`config.mk`:
```
export PLATFORM = sky130hd
export DESIGN_NAME = ssp_queue
export DESIGN_NICKNAME = d
export VERILOG_FILES = /design/src/rtl/core/ssp_pkg.sv /design/src/rtl/core/ssp_queue.sv
export SDC_FILE = /design/constraint.sdc
export NUM_CORES = 1
export LEC_CHECK = 0
export BUFFER_PORTS_ARGS = -buffer_cell sky130_fd_sc_hd__buf_4
export CAP_MARGIN = 20
export CELL_PAD_IN_SITES_DETAIL_PLACEMENT = 0
export CELL_PAD_IN_SITES_GLOBAL_PLACEMENT = 2
export CORE_ASPECT_RATIO = 0.75
export CORE_UTILIZATION = 45
export CTS_CLUSTER_SIZE = 12
export DETAILED_ROUTE_END_ITERATION = 16
export GPL_ROUTABILITY_DRIVEN = 0
export PLACE_DENSITY_LB_ADDON = 0.3
export SLEW_MARGIN = 15
export SYNTH_ARGS = -nofsm -noshare
export SYNTH_HDL_FRONTEND = slang
export SYNTH_SLANG_ARGS = --single-unit
```
`constraint.sdc`:
```
create_clock -name clk -period 23.7 [get_ports clk]
set_input_delay 3.555 -clock clk [delete_from_list [all_inputs] [get_ports clk]]
set_output_delay 3.555 -clock clk [all_outputs]
set_load 0.1 [all_outputs]
```
`src/rtl/core/ssp_pkg.sv`:
```
// Types, constants and helper functions of the pose integrator.
`timescale 1ns / 1ps
package ssp_pkg;

	localparam int ROTATION_STAGES = 14;
	localparam int ATAN_ENTRIES = 24;
	localparam int CORDIC_STAGES = (ROTATION_STAGES > ATAN_ENTRIES) ? ATAN_ENTRIES
		: ROTATION_STAGES;
	localparam int FRONT_STAGES = 4;
	localparam int QUEUE_DEPTH = 8;
	localparam int QUEUE_AW = 3;
	localparam int ITEM_LATENCY = FRONT_STAGES + 2 + CORDIC_STAGES + 4;

	localparam logic signed [35:0] HALF_PI_Q30 = 36'sd1686629713;
	localparam logic signed [35:0] PI_Q30 = 36'sd3373259426;
	localparam logic signed [33:0] CORDIC_INV_GAIN = 34'sd652032875;
	localparam logic signed [17:0] PI_Q12 = 18'sd12868;
	localparam logic signed [17:0] TWO_PI_Q12 = 18'sd25736;
	localparam logic signed [17:0] FOUR_PI_Q12 = 18'sd51472;

	localparam logic [31:0] ATAN_Q30 [ATAN_ENTRIES] = '{
		32'd843314857, 32'd497837829, 32'd263043837, 32'd133525158,
		32'd67021687, 32'd33543516, 32'd16775851, 32'd8388437,
		32'd4194283, 32'd2097149, 32'd1048576, 32'd524288,
		32'd262144, 32'd131072, 32'd65536, 32'd32768,
		32'd16384, 32'd8192, 32'd4096, 32'd2048,
		32'd1024, 32'd512, 32'd256, 32'd128
	};

	// Register indexes of the configuration port.
	typedef enum logic [2:0] {
		REG_FORWARD_GAIN   = 3'd0,
		REG_YAW_GAIN       = 3'd1,
		REG_GRADE_GAIN     = 3'd2,
		REG_ICR_OFFSET     = 3'd3,
		REG_SIDE_SLIP_GAIN = 3'd4
	} ssp_reg_t;

	typedef struct packed {
		logic signed [15:0] forward_gain;
		logic signed [15:0] yaw_gain;
		logic signed [15:0] grade_gain;
		logic signed [15:0] icr_offset;
		logic signed [15:0] side_slip_gain;
	} ssp_cfg_t;

	// Pose and body twist handed from the front to the back.
	typedef struct packed {
		logic signed [31:0] pose_x;
		logic signed [31:0] pose_y;
		logic signed [14:0] yaw;
		logic [15:0]        dt;
		logic signed [15:0] vx;
		logic signed [15:0] vy;
		logic signed [15:0] wr;
	} ssp_twist_t;

	// Queue status seen by the top level and the back.
	typedef struct packed {
		logic empty;
		logic busy;
	} ssp_qstat_t;

	function automatic logic signed [15:0] sat16(input logic signed [39:0] v);
		logic signed [15:0] r;
		if (v > 40'sd32767) begin
			r = 16'sh7FFF;
		end else if (v < -40'sd32768) begin
			r = 16'sh8000;
		end else begin
			r = v[15:0];
		end
		return r;
	endfunction

	function automatic logic signed [31:0] sat32(input logic signed [39:0] v);
		logic signed [31:0] r;
		if (v > 40'sd2147483647) begin
			r = 32'sh7FFFFFFF;
		end else if (v < -40'sd2147483648) begin
			r = 32'sh80000000;
		end else begin
			r = v[31:0];
		end
		return r;
	endfunction

endpackage

```
`src/rtl/core/ssp_queue.sv`:
```
// Short queue between the front and the back of the pose integrator.
`timescale 1ns / 1ps
module ssp_queue import ssp_pkg::*; (
	input  logic       clk,
	input  logic       arst_n,
	input  logic       push,
	input  ssp_twist_t push_data,
	input  logic       pop,
	output ssp_twist_t head_data,
	output ssp_qstat_t status
);

	ssp_twist_t        mem [QUEUE_DEPTH];
	logic [QUEUE_AW-1:0] wr_ptr_q, rd_ptr_q;
	logic [QUEUE_AW:0]   count_q;
	logic                do_pop;

	assign do_pop = pop && (count_q != '0);

	// Pointers and fill count.
	always_ff @(posedge clk or negedge arst_n) begin
		if (!arst_n) begin
			wr_ptr_q <= '0;
			rd_ptr_q <= '0;
			count_q <= '0;
		end else begin
			if (push) begin
				wr_ptr_q <= wr_ptr_q + 1'b1;
			end
			if (do_pop) begin
				rd_ptr_q <= rd_ptr_q + 1'b1;
			end
			if (push && !do_pop) begin
				count_q <= count_q + 1'b1;
			end else if (!push && do_pop) begin
				count_q <= count_q - 1'b1;
			end
		end
	end

	// Storage.
	always_ff @(posedge clk) begin
		if (push) begin
			mem[wr_ptr_q] <= push_data;
		end
	end

	assign head_data = mem[rd_ptr_q];

	// Refuse new items while the items in the front could overfill the queue.
	assign status.empty = (count_q == '0);
	assign status.busy = (count_q >= (QUEUE_AW+1)'(QUEUE_DEPTH - FRONT_STAGES));

endmodule

```
==> results of run 1 <==
==> worst min-delay path by stage <==
stage	start	to	slack (ns)	cells past startpoint
finish	wr_ptr_q[1]$_DFFE_PN0P_	wr_ptr_q[1]$_DFFE_PN0P_	0.59	1
global route	wr_ptr_q[1]$_DFFE_PN0P_	wr_ptr_q[1]$_DFFE_PN0P_	0.65	1
CTS	wr_ptr_q[1]$_DFFE_PN0P_	wr_ptr_q[1]$_DFFE_PN0P_	0.58	1
detailed placement	wr_ptr_q[1]$_DFFE_PN0P_	wr_ptr_q[1]$_DFFE_PN0P_	0.57	1
global placement	wr_ptr_q[1]$_DFFE_PN0P_	wr_ptr_q[1]$_DFFE_PN0P_	0.54	1
floorplan	count_q[2]$_DFFE_PN0P_	count_q[2]$_DFFE_PN0P_	0.51	2
==> state kept, by name (all words and copies together) (netlist names) <==
name	flops
count_q	4
mem	1144
rd_ptr_q	3
wr_ptr_q	3
==> critical path, stage by stage, from the launching register on <==
cell,delay [ns]
dfrtp_4,1.03
buf_4,0.81
buf_4,0.85
mux4_2,0.59
mux2_2,0.30
buf_4,0.24
==> kinds of logic after synthesis <==
group / Yosys count
AOI/OAI and AO/OA: 7
xor gates and xnor gates: 6
adders and majority gates: 6
buffers and inverters: 83
DFF: 1154
muxes: 433
and+or+nand+nor: 25
==> Yosys cell counts, drive strengths merged <==
library cell,instances,area (sq um)
ha,5,62.6
clkbuf,23,86.3
nor3,4,20.0
a21oi,2,10.0
o21ai,1,5.00
a2111o,1,11.3
nor2,7,26.3
buf,58,437
or4,1,7.51
xor2,2,17.5
nand2,5,18.8
dfrtp,10,250
or3,1,6.26
edfxtp,1144,34400
nand3b,1,7.51
mux2i,1,10.0
xnor2,4,35.0
o211ai,2,15.0
o41ai,1,16.3
mux4,286,6440
inv,2,7.51
or2,1,6.26
nand2b,3,18.8
nand3,2,10.0
mux2,146,1640
fa,1,20.0
==> area by class of cell <==
cell class	instances	area (sq um)	share of cell area, %
Antenna cell	3	7.51	0.0149
Clock buffer	161	3020	6.00
Clock inverter	22	168	0.333
Inverter	2	7.51	0.0149
Multi-Input combinational cell	477	8460	16.8
Sequential cell	1154	34600	68.8
Tap cell	1250	1560	3.11
Timing Repair Buffer	322	2480	4.93
==> metal layers <==
| metal | vias to the layer above | GRT usage [%] | part of all wire, % |
|---|---|---|---|
| met5 | - | 0 | 0.11 |
| met4 | 14 | 4.27 | 1.8 |
| met3 | 123 | 4.32 | 5.7 |
| met2 | 398 | 30.6 | 51 |
| met1 | 10145 | 24.1 | 42 |
| li1 | 8094 | - | - |
==> metrics by stage <==
| step | utilization, % | instance area [sq um] | hold WS [ns] |
|---|---|---|---|
| 6_report | 52.6 | 50300 | 0.588 |
| 5_1_grt | 52.6 | 50300 | 0.646 |
| 3_3_place_gp | 49.3 | 47100 | 0.544 |
| 3_5_place_dp | 49.3 | 47100 | 0.569 |
| 2_1_floorplan | - | 43500 | 0.510 |
| 4_1_cts | 52.6 | 50300 | 0.583 |
==> results by group, run 1 <==
Floorplanning
  • Die height: 271 um
  • Row count: 98
  • Top Ports: 292
  • Die Wd: 361 um
  • Initial core utilization: 45.5%
  • Core ar.: 95600 sq um
  • Die Area: 98000 sq um

Synth
  • Post-synthesis area per instance: 25.4 sq um
  • Cells after Synth: 1714
  • Mux contribution to synthesized area: 18.6%
  • Synth warn: 0
  • Netlist cell types: 28
  • Synth Area in Compound Gates: 0.132%
  • Synth Area in XOR/XNOR: 0.121%
  • Seq/Total Area, Yosys: 79.5%
  • Syn nets: 1867
  • Synth Area in Adders: 0.190%
  • Post-Syn Area: 43500 sq um
  • Yosys reg bits: 1154
  • Post-synthesis simple-gate area fraction: 0.279%
  • Largest family of logic cells by synthesized area: multiplexers

Cells and area
  • Final Non-Filler Cells: 3391
  • Most frequent cells in the layout: 1144 x edfxtp_1, 317 x buf_4, 286 x mux4_2
  • Filler instances: 7329
  • Synthesis-to-layout area growth: 15.6%
  • Layout Nets: 2222
  • Commonest non-fill, non-tap cell in the layout: edfxtp_1
  • Fraction of layout cells with a size suffix above 1: 41.7%

Route
  • First-pass DRT Iterations: 5
  • Vias/cell: 5.54
  • Residual DRC: 0
  • Final WL: 87.7 mm
  • Via count: 18774
  • Avg WL per Cell: 25.9 um
  • Initial drt markers: 1259
  • Post-DRT Antenna Nets: 0

Worst setup path
  • CP Capture Type: primary output
  • Critical path type: reg -> out
  • Worst Setup SP: rd_ptr_q[0]$_DFFE_PN0P_
  • Worst Path Max Fanout: 48
  • CP arrival: 4.62 ns
  • WP data required: 20.15 ns
  • Crit path to: head_data[74]
  • Reg2reg start: wr_ptr_q[2]$_DFFE_PN0P_
  • FF-to-FF End: mem[3][79]$_DFFE_PP_
  • Depth of the most critical reg-to-reg path: 4
  • R2r setup slk: 20.52 ns
  • CP Launch Type: flip-flop

Placement
  • PortBufs: 291
  • Inst Count DP: 3205
  • Final HPWL from detailed placement: 45.4 mm
  • Post-Place Setup Slack: 16.02 ns

Timing
  • Setup violations, final: 0
  • Tmin final: 8.18 ns
  • Worst Clk Skew: 0.0150 ns
  • Slew @ Worst Pin: 1.04 ns
  • Max Slew Vio Count: 0
  • Period utilisation layout: 34.5%
  • Setup_tns: 0 ns
  • Slew headroom: 30.5%
  • Setup WS post-layout: 15.52 ns
  • Max Freq: 122 MHz
  • Final hold vios: 0
  • Setup repair after global routing missed its margin: false

Clock network
  • CTS sink cnt: 1154
  • CTS tree: yes
  • CTS Buffer Depth: 3
  • Worst-path clk slew: 0.06 ns
  • Clk_lat worst skew: 0.66 ns
  • Setup Buffers After CTS: 0
  • Num CTS Buffers: 112
  • H-tree levels: 3
  • PostCTS Resize Cnt: 0
  • Post-CTS Hold Buffers: 0
  • CTS root buf: clkbuf_16

Global route
  • Total track usage: 18.2%
  • First-pass GRT wire length: 132 mm
  • Vias in the first global route: 19973
  • GRT overflow: 0
  • Largest net degree at the start of global routing: 108
  • Initial antenna violation count: 9

Run
  • Number of max-cap violations: 0

Outcome
  • Status: complete, no violations

Worst hold path
  • Worst Hold Class: reg -> reg
Power of run 1 is not shown: default switching activity piles up to over one toggle a cycle in this logic, so the estimate is an artifact.
==> run 2: changes to the inputs <==
==> constraint.sdc (replaced) <==
create_clock -name clk -period 8.15 [get_ports clk]
set_input_delay 1.2225 -clock clk [delete_from_list [all_inputs] [get_ports clk]]
set_output_delay 1.2225 -clock clk [all_outputs]
set_load 0.1 [all_outputs]
==> results by group, run 2 (same netlist as run 1, synthesis figures left out) <==
Outcome
  • Status: complete, no violations

Route
  • Initial drt markers: 1373
  • Post-DRT Antenna Nets: 0
  • Via count: 18687
  • Vias/cell: 5.54
  • Residual DRC: 0
  • Avg WL per Cell: 26.1 um
  • Final WL: 88.1 mm
  • First-pass DRT Iterations: 5

Clock network
  • Worst-path clk slew: 0.06 ns
  • CTS Buffer Depth: 3
  • H-tree levels: 3
  • Post-CTS Hold Buffers: 0
  • CTS tree: yes
  • CTS root buf: clkbuf_16
  • PostCTS Resize Cnt: 0
  • Clk_lat worst skew: 0.69 ns
  • CTS sink cnt: 1154
  • Num CTS Buffers: 111
  • Setup Buffers After CTS: 0

Timing
  • Setup violations, final: 0
  • Max Freq: 203 MHz
  • Slew @ Worst Pin: 1.21 ns
  • Setup_tns: 0 ns
  • Period utilisation layout: 60.4%
  • Slew headroom: 19.5%
  • Final hold vios: 0
  • Tmin final: 4.92 ns
  • Worst Clk Skew: 0.0238 ns
  • Setup repair after global routing missed its margin: false
  • Max Slew Vio Count: 0

Floorplanning
  • Top Ports: 292
  • Die Area: 98000 sq um
  • Die Wd: 361 um
  • Initial core utilization: 45.5%
  • Row count: 98
  • Die height: 271 um
  • Core ar.: 95600 sq um

Cells and area
  • Synthesis-to-layout area growth: 15.6%
  • Layout Nets: 2220
  • Most frequent cells in the layout: 1144 x edfxtp_1, 310 x buf_4, 286 x mux4_2
  • Fraction of layout cells with a size suffix above 1: 42.1%
  • Commonest non-fill, non-tap cell in the layout: edfxtp_1
  • Max reg flops: 1144
  • Largest regs: mem: 1144 flops, count_q: 4 flops
  • Top reg by flops: mem

Worst setup path
  • Worst Setup SP: rd_ptr_q[0]$_DFFE_PN0P_
  • Worst path cell trace: buf_16 -> buf_12 -> mux4_2 -> mux2_2 -> buf_4
  • R2r setup slk: 5.25 ns
  • FF-to-FF End: mem[2][3]$_DFFE_PP_
  • CP arrival: 3.70 ns
  • Critical path type: reg -> out
  • CP Launch Type: flip-flop
  • CP bufs+invs: 3
  • Worst Path Max Fanout: 104
  • Max incr delay on CP: 0.71 ns
  • CP Capture Type: primary output
  • Depth of the most critical reg-to-reg path: 4
  • WP data required: 6.93 ns
  • Slowest cell on crit path: dfrtp_4
  • Reg2reg start: wr_ptr_q[1]$_DFFE_PN0P_
  • Top delay family on crit path: buffers and inverters

Global route
  • Met3 Use GR: 5.25%
  • Initial antenna violation count: 14
  • First-pass GRT wire length: 132 mm
  • Most Crowded Layer GR: met2
  • Vias in the first global route: 20262
  • Met1 Usage GRT: 23.9%
  • Total track usage: 18.2%
  • Met2 usage: 30.2%
  • Largest net degree at the start of global routing: 157
  • GRT overflow: 0

Placement
  • PortBufs: 291
  • Final HPWL from detailed placement: 45.1 mm

Run
  • Number of max-cap violations: 0

Worst hold path
  • Worst Hold Class: in -> async
-- run 2: changes by cell type in the layout (fill, tap and decap cells not counted), moves of 2 or more --
cell and delta:
clkbuf_1 -22, clkinv_2 +2, diode_2 +5, clkinv_8 +2, buf_4 -7, nor3_4 +2, nor3_2 -2, buf_12 +5
-- run 2: final cells by class --
| class | instances | area, sq um |
|---|---|---|
| multi-input cells | 477 | 8480 |
| repair buffers | 321 | 2550 |
| well taps | 1250 | 1560 |
| inverters | 2 | 7.51 |
| clock buffers | 137 | 2900 |
| fillers | 7311 | 45300 |
| flip-flops and latches | 1154 | 34600 |
| diodes | 8 | 20.0 |
| clock inverters | 24 | 215 |
-- run 2: worst max-delay path by stage --
| stage | to | slack (ns) | depth (start not counted) |
|---|---|---|---|
| 3_5_place_dp | head_data[62] | 3.71 | 4 |
| 5_1_grt | head_data[87] | 2.97 | 5 |
| 6_report | head_data[62] | 3.23 | 5 |
| 3_3_place_gp | head_data[84] | 3.76 | 4 |
| 2_1_floorplan | mem[1][0]$_DFFE_PP_ | 0.21 | 2 |
| 4_1_cts | head_data[62] | 2.94 | 4 |
-- run 2: worst register-to-register path, cell delays in order, from the launching register on --
cell and delay, ns:
dfrtp_1 0.39, nand2_1 0.24, nor3_4 0.44, buf_12 0.54, buf_4 0.88
-- run 2: per-stage QoR --
stage	setup slack, ns	hold WS (ns)	util (%)	std cells	area [sq um]
floorplan	0.210	0.510	-	1714	43600
detailed placement	3.71	0.559	49.3	3203	47200
finish	3.23	0.358	52.6	3373	50300
CTS	2.94	0.308	52.6	3364	50300
global placement	3.76	0.544	49.3	3203	47200
global route	2.97	0.314	52.6	3369	50300
-- run 2: metal layers --
metal	wire length, um	vias up	part of all wire [%]
met4	1310	14	1.5
met1	37000	10126	42
li1	-	8062	-
met3	5300	108	6.0
met5	85	-	0.097
met2	44400	377	50
Power of run 2 is left out for the same reason.
